--- config.mk ---
export PLATFORM = sky130hd
export DESIGN_NAME = region_invert_grayscale_filter_flat
export DESIGN_NICKNAME = d
export VERILOG_FILES = /design/src/hw/rtl/rigf_pkg.sv /design/src/hw/rtl/rigf_if.sv /design/src/hw/rtl/rigf_bounds.sv /design/src/hw/rtl/region_invert_grayscale_filter.sv /design/src/flat_wrapper.sv
export SDC_FILE = /design/constraint.sdc
export NUM_CORES = 1
export LEC_CHECK = 0
export ABC_AREA = 1
export BUFFER_PORTS_ARGS = -buffer_cell sky130_fd_sc_hd__buf_4
export CAP_MARGIN = 20
export CORE_UTILIZATION = 53
export DETAILED_ROUTE_END_ITERATION = 16
export HOLD_SLACK_MARGIN = 0.03
export PLACE_DENSITY = 0.71
export SYNTH_ARGS = -nofsm -noshare
export SYNTH_HDL_FRONTEND = slang
export SYNTH_HIERARCHICAL = 1
export SYNTH_SLANG_ARGS = --single-unit
--- constraint.sdc ---
create_clock -name clock -period 6.94 [get_ports clock]
set_clock_uncertainty 0.05 [all_clocks]
set_input_delay 1.388 -clock clock [delete_from_list [all_inputs] [get_ports clock]]
set_output_delay 1.388 -clock clock [all_outputs]
set_load 0.005 [all_outputs]
--- src/hw/rtl/rigf_pkg.sv ---
// Shared types and constants for the region invert / grayscale filter.
package rigf_pkg;

   // Field widths
   localparam int unsigned COORD_W  = 12;
   localparam int unsigned CHAN_W   = 8;
   localparam int unsigned DIM_W    = 13;
   localparam int unsigned CORNER_W = 16;
   localparam int unsigned CSR_IDX_W  = 3;
   localparam int unsigned CSR_DATA_W = 16;

   // BT.709 luma weights, 16-bit fractions (sum is 65536)
   localparam int unsigned LUMA_FRAC_W = 16;
   localparam int unsigned PROD_W      = LUMA_FRAC_W + CHAN_W;
   localparam logic [LUMA_FRAC_W-1:0] LUMA_WR = 16'd13933;
   localparam logic [LUMA_FRAC_W-1:0] LUMA_WG = 16'd46871;
   localparam logic [LUMA_FRAC_W-1:0] LUMA_WB = 16'd4732;

   // Register indexes
   typedef enum logic [CSR_IDX_W-1:0] {
      CSR_IMAGE_WIDTH  = 3'd0,
      CSR_IMAGE_HEIGHT = 3'd1,
      CSR_CORNER_A_X   = 3'd2,
      CSR_CORNER_A_Y   = 3'd3,
      CSR_CORNER_B_X   = 3'd4,
      CSR_CORNER_B_Y   = 3'd5,
      CSR_FILTER_MODE  = 3'd6
   } csr_index_type;

   typedef enum logic {
      MODE_INVERT = 1'b0,
      MODE_GRAY   = 1'b1
   } filter_mode_type;

   // Clipped rectangle, half-open on the max side
   typedef struct packed {
      logic [DIM_W-1:0] x_min;
      logic [DIM_W-1:0] x_max;
      logic [DIM_W-1:0] y_min;
      logic [DIM_W-1:0] y_max;
   } rect_type;

   // Raw configuration as held in the register bank
   typedef struct packed {
      logic [DIM_W-1:0]    image_width;
      logic [DIM_W-1:0]    image_height;
      logic [CORNER_W-1:0] corner_a_x;
      logic [CORNER_W-1:0] corner_a_y;
      logic [CORNER_W-1:0] corner_b_x;
      logic [CORNER_W-1:0] corner_b_y;
      filter_mode_type     filter_mode;
   } cfg_type;

endpackage

--- src/hw/rtl/rigf_if.sv ---
// Pixel request and response channel interfaces.
interface rigf_req_if
   import rigf_pkg::*;
();
   logic              valid;
   logic              ready;
   logic [COORD_W-1:0] pixel_x;
   logic [COORD_W-1:0] pixel_y;
   logic [CHAN_W-1:0]  in_red;
   logic [CHAN_W-1:0]  in_green;
   logic [CHAN_W-1:0]  in_blue;

   modport source (output valid, pixel_x, pixel_y, in_red, in_green, in_blue, input ready);
   modport sink   (input valid, pixel_x, pixel_y, in_red, in_green, in_blue, output ready);
endinterface

interface rigf_rsp_if
   import rigf_pkg::*;
();
   logic              valid;
   logic              ready;
   logic [CHAN_W-1:0] out_red;
   logic [CHAN_W-1:0] out_green;
   logic [CHAN_W-1:0] out_blue;
   logic              in_region;

   modport source (output valid, out_red, out_green, out_blue, in_region, input ready);
   modport sink   (input valid, out_red, out_green, out_blue, in_region, output ready);
endinterface

--- src/hw/rtl/rigf_bounds.sv ---
// Rectangle clamp, ordering and clipping against the image size.
module rigf_bounds
   import rigf_pkg::*;
#(
   parameter int unsigned MAX_DIM = 4096
) (
   input  cfg_type  cfg,
   output rect_type rect
);

   localparam int unsigned      LIM_W   = DIM_W + 4;
   localparam logic [LIM_W-1:0] MaxDimV = LIM_W'(MAX_DIM);

   logic [DIM_W-1:0]    w_lim;
   logic [DIM_W-1:0]    h_lim;
   logic [CORNER_W-1:0] ax, ay, bx, by;
   logic [CORNER_W-1:0] x_lo, x_hi, y_lo, y_hi;

   // Clamp a signed corner: negative reads as zero
   function automatic logic [CORNER_W-1:0] clamp_corner(input logic [CORNER_W-1:0] raw);
      return raw[CORNER_W-1] ? '0 : raw;
   endfunction

   // Clip a corner value to the image dimension
   function automatic logic [DIM_W-1:0] clip(input logic [CORNER_W-1:0] v,
                                             input logic [DIM_W-1:0]    lim);
      logic [CORNER_W-1:0] lim_ext;
      lim_ext = CORNER_W'(lim);
      return (v < lim_ext) ? v[DIM_W-1:0] : lim;
   endfunction

   // Image size limited to the largest supported dimension
   always_comb begin
      w_lim = (LIM_W'(cfg.image_width) > MaxDimV) ? DIM_W'(MAX_DIM) : cfg.image_width;
      h_lim = (LIM_W'(cfg.image_height) > MaxDimV) ? DIM_W'(MAX_DIM) : cfg.image_height;
   end

   // Clamp and order the corners
   always_comb begin
      ax   = clamp_corner(cfg.corner_a_x);
      ay   = clamp_corner(cfg.corner_a_y);
      bx   = clamp_corner(cfg.corner_b_x);
      by   = clamp_corner(cfg.corner_b_y);
      x_lo = (ax < bx) ? ax : bx;
      x_hi = (ax < bx) ? bx : ax;
      y_lo = (ay < by) ? ay : by;
      y_hi = (ay < by) ? by : ay;
   end

   // Clip to the image
   always_comb begin
      rect.x_min = clip(x_lo, w_lim);
      rect.x_max = clip(x_hi, w_lim);
      rect.y_min = clip(y_lo, h_lim);
      rect.y_max = clip(y_hi, h_lim);
   end

endmodule

--- src/hw/rtl/region_invert_grayscale_filter.sv ---
// Top level of the region invert / grayscale pixel filter.
//
//   channel   direction  handshake          payload
//   req_ch    in         valid / ready      pixel_x, pixel_y, in_red, in_green, in_blue
//   rsp_ch    out        valid / ready      out_red, out_green, out_blue, in_region
//   csr_*     in         csr_we (no ready)  csr_index, csr_wdata
//
// One pixel per clock sustained while rsp_ch is ready.
// Stage 1 registers the clipped rectangle, stage 2 the region test and luma
// products, stage 3 the luma sum and output select (the output register).
// Synchronous active-high reset clears the configuration registers and all valid bits.
// A stall on rsp_ch holds each full stage; empty stages still fill.
module region_invert_grayscale_filter
   import rigf_pkg::*;
#(
   parameter int unsigned MAX_DIM = 4096
) (
   input  logic                  clock,
   input  logic                  reset,
   input  logic                  csr_we,
   input  logic [CSR_IDX_W-1:0]  csr_index,
   input  logic [CSR_DATA_W-1:0] csr_wdata,
   rigf_req_if.sink              req_ch,
   rigf_rsp_if.source            rsp_ch
);

   // Configuration registers
   cfg_type  cfg_ff;
   rect_type rect;

   always_ff @(posedge clock) begin
      if (reset) begin
         cfg_ff <= '{default: '0, filter_mode: MODE_INVERT};
      end else if (csr_we) begin
         unique case (csr_index)
            CSR_IMAGE_WIDTH:  cfg_ff.image_width  <= csr_wdata[DIM_W-1:0];
            CSR_IMAGE_HEIGHT: cfg_ff.image_height <= csr_wdata[DIM_W-1:0];
            CSR_CORNER_A_X:   cfg_ff.corner_a_x   <= csr_wdata;
            CSR_CORNER_A_Y:   cfg_ff.corner_a_y   <= csr_wdata;
            CSR_CORNER_B_X:   cfg_ff.corner_b_x   <= csr_wdata;
            CSR_CORNER_B_Y:   cfg_ff.corner_b_y   <= csr_wdata;
            CSR_FILTER_MODE:  cfg_ff.filter_mode  <= filter_mode_type'(csr_wdata[0]);
            default: ;
         endcase
      end
   end

   rigf_bounds #(.MAX_DIM(MAX_DIM)) u_bounds (
      .cfg  (cfg_ff),
      .rect (rect)
   );

   // Stage enables: a stage moves when it is empty or the next one moves
   logic s1_valid_ff, s2_valid_ff, s3_valid_ff;
   logic en1, en2, en3;

   always_comb begin
      en3 = !s3_valid_ff || rsp_ch.ready;
      en2 = !s2_valid_ff || en3;
      en1 = !s1_valid_ff || en2;
   end

   assign req_ch.ready = en1;

   always_ff @(posedge clock) begin
      if (reset) begin
         s1_valid_ff <= 1'b0;
         s2_valid_ff <= 1'b0;
         s3_valid_ff <= 1'b0;
      end else begin
         if (en1) s1_valid_ff <= req_ch.valid;
         if (en2) s2_valid_ff <= s1_valid_ff;
         if (en3) s3_valid_ff <= s2_valid_ff;
      end
   end

   // Stage 1: capture the pixel and the clipped rectangle
   logic [COORD_W-1:0] s1_x_ff, s1_y_ff;
   logic [CHAN_W-1:0]  s1_r_ff, s1_g_ff, s1_b_ff;
   rect_type           s1_rect_ff;
   filter_mode_type    s1_mode_ff;

   always_ff @(posedge clock) begin
      if (en1) begin
         s1_x_ff    <= req_ch.pixel_x;
         s1_y_ff    <= req_ch.pixel_y;
         s1_r_ff    <= req_ch.in_red;
         s1_g_ff    <= req_ch.in_green;
         s1_b_ff    <= req_ch.in_blue;
         s1_rect_ff <= rect;
         s1_mode_ff <= cfg_ff.filter_mode;
      end
   end

   // Stage 2: region test and weighted channels
   logic               s2_inside_in;
   logic [PROD_W-1:0]  s2_pr_in, s2_pg_in, s2_pb_in;
   logic               s2_inside_ff;
   logic [PROD_W-1:0]  s2_pr_ff, s2_pg_ff, s2_pb_ff;
   logic [CHAN_W-1:0]  s2_r_ff, s2_g_ff, s2_b_ff;
   filter_mode_type    s2_mode_ff;

   always_comb begin
      s2_inside_in = (DIM_W'(s1_x_ff) >= s1_rect_ff.x_min) &&
                     (DIM_W'(s1_x_ff) <  s1_rect_ff.x_max) &&
                     (DIM_W'(s1_y_ff) >= s1_rect_ff.y_min) &&
                     (DIM_W'(s1_y_ff) <  s1_rect_ff.y_max);
      s2_pr_in = PROD_W'(LUMA_WR) * PROD_W'(s1_r_ff);
      s2_pg_in = PROD_W'(LUMA_WG) * PROD_W'(s1_g_ff);
      s2_pb_in = PROD_W'(LUMA_WB) * PROD_W'(s1_b_ff);
   end

   always_ff @(posedge clock) begin
      if (en2) begin
         s2_inside_ff <= s2_inside_in;
         s2_pr_ff     <= s2_pr_in;
         s2_pg_ff     <= s2_pg_in;
         s2_pb_ff     <= s2_pb_in;
         s2_r_ff      <= s1_r_ff;
         s2_g_ff      <= s1_g_ff;
         s2_b_ff      <= s1_b_ff;
         s2_mode_ff   <= s1_mode_ff;
      end
   end

   // Stage 3: luma sum and output select; weights sum to one so no overflow
   logic [PROD_W-1:0] luma_sum;
   logic [CHAN_W-1:0] luma;
   logic [CHAN_W-1:0] s3_r_in, s3_g_in, s3_b_in;
   logic [CHAN_W-1:0] s3_r_ff, s3_g_ff, s3_b_ff;
   logic              s3_inside_ff;

   always_comb begin
      luma_sum = s2_pr_ff + s2_pg_ff + s2_pb_ff;
      luma     = luma_sum[PROD_W-1:LUMA_FRAC_W];
      s3_r_in  = s2_r_ff;
      s3_g_in  = s2_g_ff;
      s3_b_in  = s2_b_ff;
      if (s2_inside_ff) begin
         if (s2_mode_ff == MODE_GRAY) begin
            s3_r_in = luma;
            s3_g_in = luma;
            s3_b_in = luma;
         end else begin
            s3_r_in = ~s2_r_ff;
            s3_g_in = ~s2_g_ff;
            s3_b_in = ~s2_b_ff;
         end
      end
   end

   always_ff @(posedge clock) begin
      if (en3) begin
         s3_r_ff      <= s3_r_in;
         s3_g_ff      <= s3_g_in;
         s3_b_ff      <= s3_b_in;
         s3_inside_ff <= s2_inside_ff;
      end
   end

   assign rsp_ch.valid     = s3_valid_ff;
   assign rsp_ch.out_red   = s3_r_ff;
   assign rsp_ch.out_green = s3_g_ff;
   assign rsp_ch.out_blue  = s3_b_ff;
   assign rsp_ch.in_region = s3_inside_ff;

endmodule
--- src/flat_wrapper.sv ---
// flat-port wrapper written by rule: the top's interface ports become plain ports
module region_invert_grayscale_filter_flat import rigf_pkg::*;
#(
   parameter int unsigned MAX_DIM = 4096
)
  (clock, reset, csr_we, csr_index, csr_wdata, req_ch_valid, req_ch_pixel_x, req_ch_pixel_y, req_ch_in_red, req_ch_in_green, req_ch_in_blue, req_ch_ready, rsp_ch_valid, rsp_ch_out_red, rsp_ch_out_green, rsp_ch_out_blue, rsp_ch_in_region, rsp_ch_ready);
  rigf_req_if req_ch_i ();
  rigf_rsp_if rsp_ch_i ();
  input  logic clock;
  input  logic reset;
  input  logic csr_we;
  input  logic [CSR_IDX_W-1:0] csr_index;
  input  logic [CSR_DATA_W-1:0] csr_wdata;
  input wire logic [$bits(req_ch_i.valid)-1:0] req_ch_valid;
  input wire logic [$bits(req_ch_i.pixel_x)-1:0] req_ch_pixel_x;
  input wire logic [$bits(req_ch_i.pixel_y)-1:0] req_ch_pixel_y;
  input wire logic [$bits(req_ch_i.in_red)-1:0] req_ch_in_red;
  input wire logic [$bits(req_ch_i.in_green)-1:0] req_ch_in_green;
  input wire logic [$bits(req_ch_i.in_blue)-1:0] req_ch_in_blue;
  output wire logic [$bits(req_ch_i.ready)-1:0] req_ch_ready;
  output wire logic [$bits(rsp_ch_i.valid)-1:0] rsp_ch_valid;
  output wire logic [$bits(rsp_ch_i.out_red)-1:0] rsp_ch_out_red;
  output wire logic [$bits(rsp_ch_i.out_green)-1:0] rsp_ch_out_green;
  output wire logic [$bits(rsp_ch_i.out_blue)-1:0] rsp_ch_out_blue;
  output wire logic [$bits(rsp_ch_i.in_region)-1:0] rsp_ch_in_region;
  input wire logic [$bits(rsp_ch_i.ready)-1:0] rsp_ch_ready;
  assign req_ch_i.valid = req_ch_valid;
  assign req_ch_i.pixel_x = req_ch_pixel_x;
  assign req_ch_i.pixel_y = req_ch_pixel_y;
  assign req_ch_i.in_red = req_ch_in_red;
  assign req_ch_i.in_green = req_ch_in_green;
  assign req_ch_i.in_blue = req_ch_in_blue;
  assign req_ch_ready = req_ch_i.ready;
  assign rsp_ch_valid = rsp_ch_i.valid;
  assign rsp_ch_out_red = rsp_ch_i.out_red;
  assign rsp_ch_out_green = rsp_ch_i.out_green;
  assign rsp_ch_out_blue = rsp_ch_i.out_blue;
  assign rsp_ch_in_region = rsp_ch_i.in_region;
  assign rsp_ch_i.ready = rsp_ch_ready;
  region_invert_grayscale_filter #(.MAX_DIM(MAX_DIM)) u_core (.clock(clock), .reset(reset), .csr_we(csr_we), .csr_index(csr_index), .csr_wdata(csr_wdata), .req_ch(req_ch_i), .rsp_ch(rsp_ch_i));
endmodule
# == Word level (Yosys, flattened, before mapping) ==
# Cells that the tools add are included.
# word_totals
reg_bits,311
out_inout_bits,27
elab_cells,95
# classes
addsub,2
multipliers,3
order_cmp,12
n_eq_ne,6
n_mux,20
bitwise,3
n_reduce_logical,17
# ops
op,n
15-bit two-way mux,8
13-bit two-way mux,6
15-bit by 13-bit < comparator with 1-bit output,4
8-bit two-way mux,6
15-bit < comparator,2
12-bit by 13-bit greater-or-equal comparator with 1-bit output,2
"13-bit greater-than comparator, second input constant",2
12-bit by 13-bit < comparator with 1-bit output,2
22-bit by 24-bit adder with 24-bit output,1
24-bit by 21-bit adder with 24-bit output,1
"16-bit by 8-bit multiplier with 24-bit output, first input constant",1
8-bit NOT,3
"14-bit by 8-bit multiplier with 22-bit output, first input constant",1
"11-bit by 8-bit multiplier with 19-bit output, first input constant",1
2-bit AND reduction,7
"3-bit equality test, second input constant",3
"3-bit by 2-bit equality test with 1-bit output, second input constant",2
"3-bit by 1-bit equality test with 1-bit output, second input constant",1
1-bit logical AND,3
1-bit logical NOT,3
3-bit logical NOT,1
1-bit logical OR,3

# == Depth between registers and ports, before layout ==
# logic_depth
ltp_word,5
ltp_mapped,29
mapped_depth_nobuf,25

# == Hierarchy ==
# Netlist, hierarchy kept.
# by_module_without_submodules
module,instances,cells_per_inst,area_per_inst_um2,seq_area_each_um2
region_invert_grayscale_filter,1,1942,19043.3,8277.9
rigf_bounds,1,753,3849.9,0.0

# == Worst setup path before layout ==
# No wires, ideal clock.
# synth_timing
path_type,in2out
start,in rsp_ch_ready
end,out req_ch_ready
t_arrival_ps,4316
setup_slack_ps,1186
cell_stages,4
n_path_buf,0
cell_sequence,inv_1 nand2_1 nor2_1 nand2_1
# synth_via
elab_chain_len,3
# synth_lines
item,line,source
"start, declared",flat_wrapper.sv:26,input wire logic [$bits(rsp_ch_i.ready)-1:0] rsp_ch_ready;
1-bit logical OR,region_invert_grayscale_filter.sv:58,en3 = !s3_valid_ff || rsp_ch.ready;
named net u_core.en3,region_invert_grayscale_filter.sv:55,"logic en1, en2, en3;"
1-bit logical OR,region_invert_grayscale_filter.sv:59,en2 = !s2_valid_ff || en3;
1-bit logical OR,region_invert_grayscale_filter.sv:60,en1 = !s1_valid_ff || en2;
"end, declared",flat_wrapper.sv:20,output wire logic [$bits(req_ch_i.ready)-1:0] req_ch_ready;
# The timed path passes the listed nets, and every way through them passes these cells.

# == Worst setup path after layout ==
# layout_timing
start,reg u_core.s1_g_ff[6]
end,"reg u_core.s2_pg_ff[20], data pin"
# layout_via
elab_chain_len,1
# layout_lines
item,line,source
"start, declared",region_invert_grayscale_filter.sv:79,"logic [CHAN_W-1:0] s1_r_ff, s1_g_ff, s1_b_ff;"
"start signal, assigned",region_invert_grayscale_filter.sv:88,s1_g_ff <= req_ch.in_green;
16-bit by 8-bit multiplier with 24-bit output,region_invert_grayscale_filter.sv:109,s2_pg_in = PROD_W'(LUMA_WG) * PROD_W'(s1_g_ff);
named net u_core.s2_pg_in[20],region_invert_grayscale_filter.sv:97,"logic [PROD_W-1:0] s2_pr_in, s2_pg_in, s2_pb_in;"
"end signal, assigned",region_invert_grayscale_filter.sv:117,s2_pg_ff <= s2_pg_in;
"end, declared",region_invert_grayscale_filter.sv:99,"logic [PROD_W-1:0] s2_pr_ff, s2_pg_ff, s2_pb_ff;"
# The timed path passes the listed nets, and every way through them passes these cells.
# A chain may end at the register's enable or synchronous reset.

==> reports/results.ini <==
[status]
status=finished clean

[clock_tree]
insertion_delay_ns=0.55
clock_sinks=307
htree_num_levels=2
cts_root_buf=clkbuf_16
cts_buffers=36
cts_resized=0
cts_buffer_depth=3
cts_tree=built
ctsHoldBuffers=0
post_cts_buffers=0
clkTransAtPathRegs_ns=0.06

[logic_synthesis]
syn_avg_cell_area_sq_um=8.49
yosysTopAreaCellShare_pct=27.9
synth_top_area_cell=edfxtp_1
yosysMostFrequentCell=nand2_1
synth_cells=2695
yosysSeqAreaShare_pct=36.2
yosys-top-cells-count=662 x nand2_1, 391 x inv_1, 292 x ha_1
synth_edf_count=213
synth_area_leaders=edfxtp_1 28%, ha_1 16%, nand2_1 11%
yosys_warnings=6
async_flop_share_pct=0
synth-main-ff-cell=edfxtp_1
yosys.cell_types.count=56
ys_ff_latch=307
synth_nets=3159
synth_area_sq_um=22900

[floorplanning]
core.rowCount=75
start_util_pct=54.2
ios=99
core_area_sq_um=42200
dieArea_sq_um=44000
fp.dieH_microns=210
die_x_microns=210

[routing]
drtAntennaViolNets=0
wl_per_cell_microns=16.9
drc=0
routed-via-count=18100
finalWirelength_mm=56.5
routed_via_density=5.41
drt_pass1_iterations=5
drtIter0Drc=1127

[critical_path]
cp.required_ns=7.18
crit_type=reg2reg
crit_fanout=7
cp-end-kind=register
start_kind=register
cp.arrival_ns=4.76
r2r_cells=12

[global_routing]
grt_max_degree=95
grt_pass1_vias=17900
grt_pass1_wl_mm=90.9
grt-ovfl-total=0
track_usage_pct=26.2
grt_antenna_before_repair=4

[timing]
setup-violations-final=0
worst_pin_slew_ns=1.00
finalCriticalPeriod_ns=4.52
rsz0062_at_grt=no
max_slew_margin_pct=33.3
max_freq_mhz=221
period_share_pct=65.1
tns_ns=0
slew_viol_final=0
hold_viol=0
setup_slack_ns=2.42

[power_and_ir_drop]
power_density_nw_per_um2=352
max-vdd-ir-drop_uv=255
p_sw_share_pct=42.8
clock_power_share_pct=21.2
power_mw=8.89
seqPwrFrac_pct=28.4
power.switching_mw=3.80
cellLeakagePower_nw=11.9
intPower_mw=5.09
p_comb_share_pct=50.4

[final_layout]
syn_to_final_growth_pct=10.3
drive_gt1_share_pct=7.88
multi_input_area_sq_um=12800
seq_area_sq_um=8280
nets=3241
final_core_util_pct=59.8
n_fill_cell=3730

[place]
globalplace.congestion=0.932
post-place-ws_ns=2.40
io_buffer_count=98
place_hpwl_mm=45.3

[run]
drv_cap=0

[hold_path]
whs_path_depth=0
hold_class=reg2reg

[layer usage]
metal	GRT usage [%]	share of wire (%)
met3	3.65	4.3
met5	0	0.069
met4	10.8	3.7
met1	32.3	43
met2	45.9	49
[path summary, 6_finish.rpt]
kind / start / to / slack (ns)
setup / recovery: u_core/s1_g_ff[6] / u_core/s2_pg_ff[20] / 2.42
hold / removal: u_core/s1_mode_ff / u_core/s2_mode_ff / 0.37
setup reg to reg: u_core/s1_g_ff[6] / u_core/s2_pg_ff[20] / 2.42
hold reg to reg: u_core/s1_mode_ff / u_core/s2_mode_ff / 0.37
[sequential cells by signal, summed over array words and instances, names as in the netlist, 7 cells and up]
register	cells
u_core/cfg_ff	91
u_core/s1_rect_ff	52
u_core/s2_pg_ff	24
u_core/s2_pr_ff	20
u_core/s2_pb_ff	18
u_core/s1_x_ff	12
u_core/s1_y_ff	12
u_core/rsp_ch.out_blue	8
u_core/rsp_ch.out_green	8
u_core/rsp_ch.out_red	8
u_core/s1_b_ff	8
u_core/s1_g_ff	8
u_core/s1_r_ff	8
u_core/s2_b_ff	8
u_core/s2_r_ff	8
u_core/s2_g_ff	7
[cell usage in the layout (no fill, tap or decap), drive strengths merged, types with 2 or more instances in the layout]
master / n
nand3b: 4
edfxtp: 213
o211ai: 5
nor2: 218
o21ai: 100
o21a: 6
o21bai: 7
o31ai: 2
buf: 103
inv: 409
nor4: 9
xnor2: 13
o2111ai: 3
and2: 5
a21oi: 227
xor2: 34
dfxtp: 94
clkbuf: 54
nor3b: 4
fa: 100
a21boi: 4
nor3: 14
nand2: 679
nand4: 39
o221ai: 2
nand3: 125
a21o: 8
or2: 2
a211oi: 10
ha: 292
clkinv: 9
[power by group through the flow]
stage                     Combinational (mW)  Clock (mW)  Sequential, mW
after floorplan                         3.37           0            2.47
after global placement                  4.34           0            2.57
after detailed placement                4.41           0            2.57
after CTS                               4.45        1.94            2.53
after global routing                    5.10        1.99            2.55
final                                   4.48        1.88            2.53
[kinds of logic (layout without fill, tap and decap cells)]
| kind of cell | Yosys count | in the layout | share of synthesized area (%) |
|---|---|---|---|
| xor+xnor | 47 | 47 | 1.80 |
| compound gates | 380 | 380 | 9.11 |
| flops | 307 | 307 | 36.2 |
| other cells | 0 | 1 | 0 |
| fa+ha+maj | 392 | 392 | 24.7 |
| simple gates | 1100 | 1100 | 20.2 |
| buf+inv | 469 | 577 | 8.04 |
[metrics by stage]
stage	instance area, sq um	hold WS [ns]	instances
finish	25200	0.372	3343
global route	25200	0.378	3342
CTS	25200	0.370	3342
detailed placement	24000	0.367	3278
global placement	24000	0.367	3278
floorplan	22900	0.350	2695
[area by class of cell]
type,count,share of cell area [%]
Clock buffer,54,4.33
Inverter,410,6.10
Sequential cell,307,32.8
Clock inverter,10,0.387
Antenna cell,1,0.00991
Timing Repair Buffer,103,3.06
Tap cell,539,2.67
Multi-Input combinational cell,1919,50.6
[worst max-delay path: stages, from the launching register on]
cell	delay [ns]
edfxtp_1	0.55
fa_1	0.59
inv_1	0.08
fa_1	0.49
fa_1	0.53
fa_1	0.56
inv_1	0.05
ha_1	0.36
a21oi_1	0.25
o21ai_0	0.20
a211oi_1	0.26
nand3_1	0.12
xor2_1	0.17
Note: power is estimated with default switching activity, not from simulation.
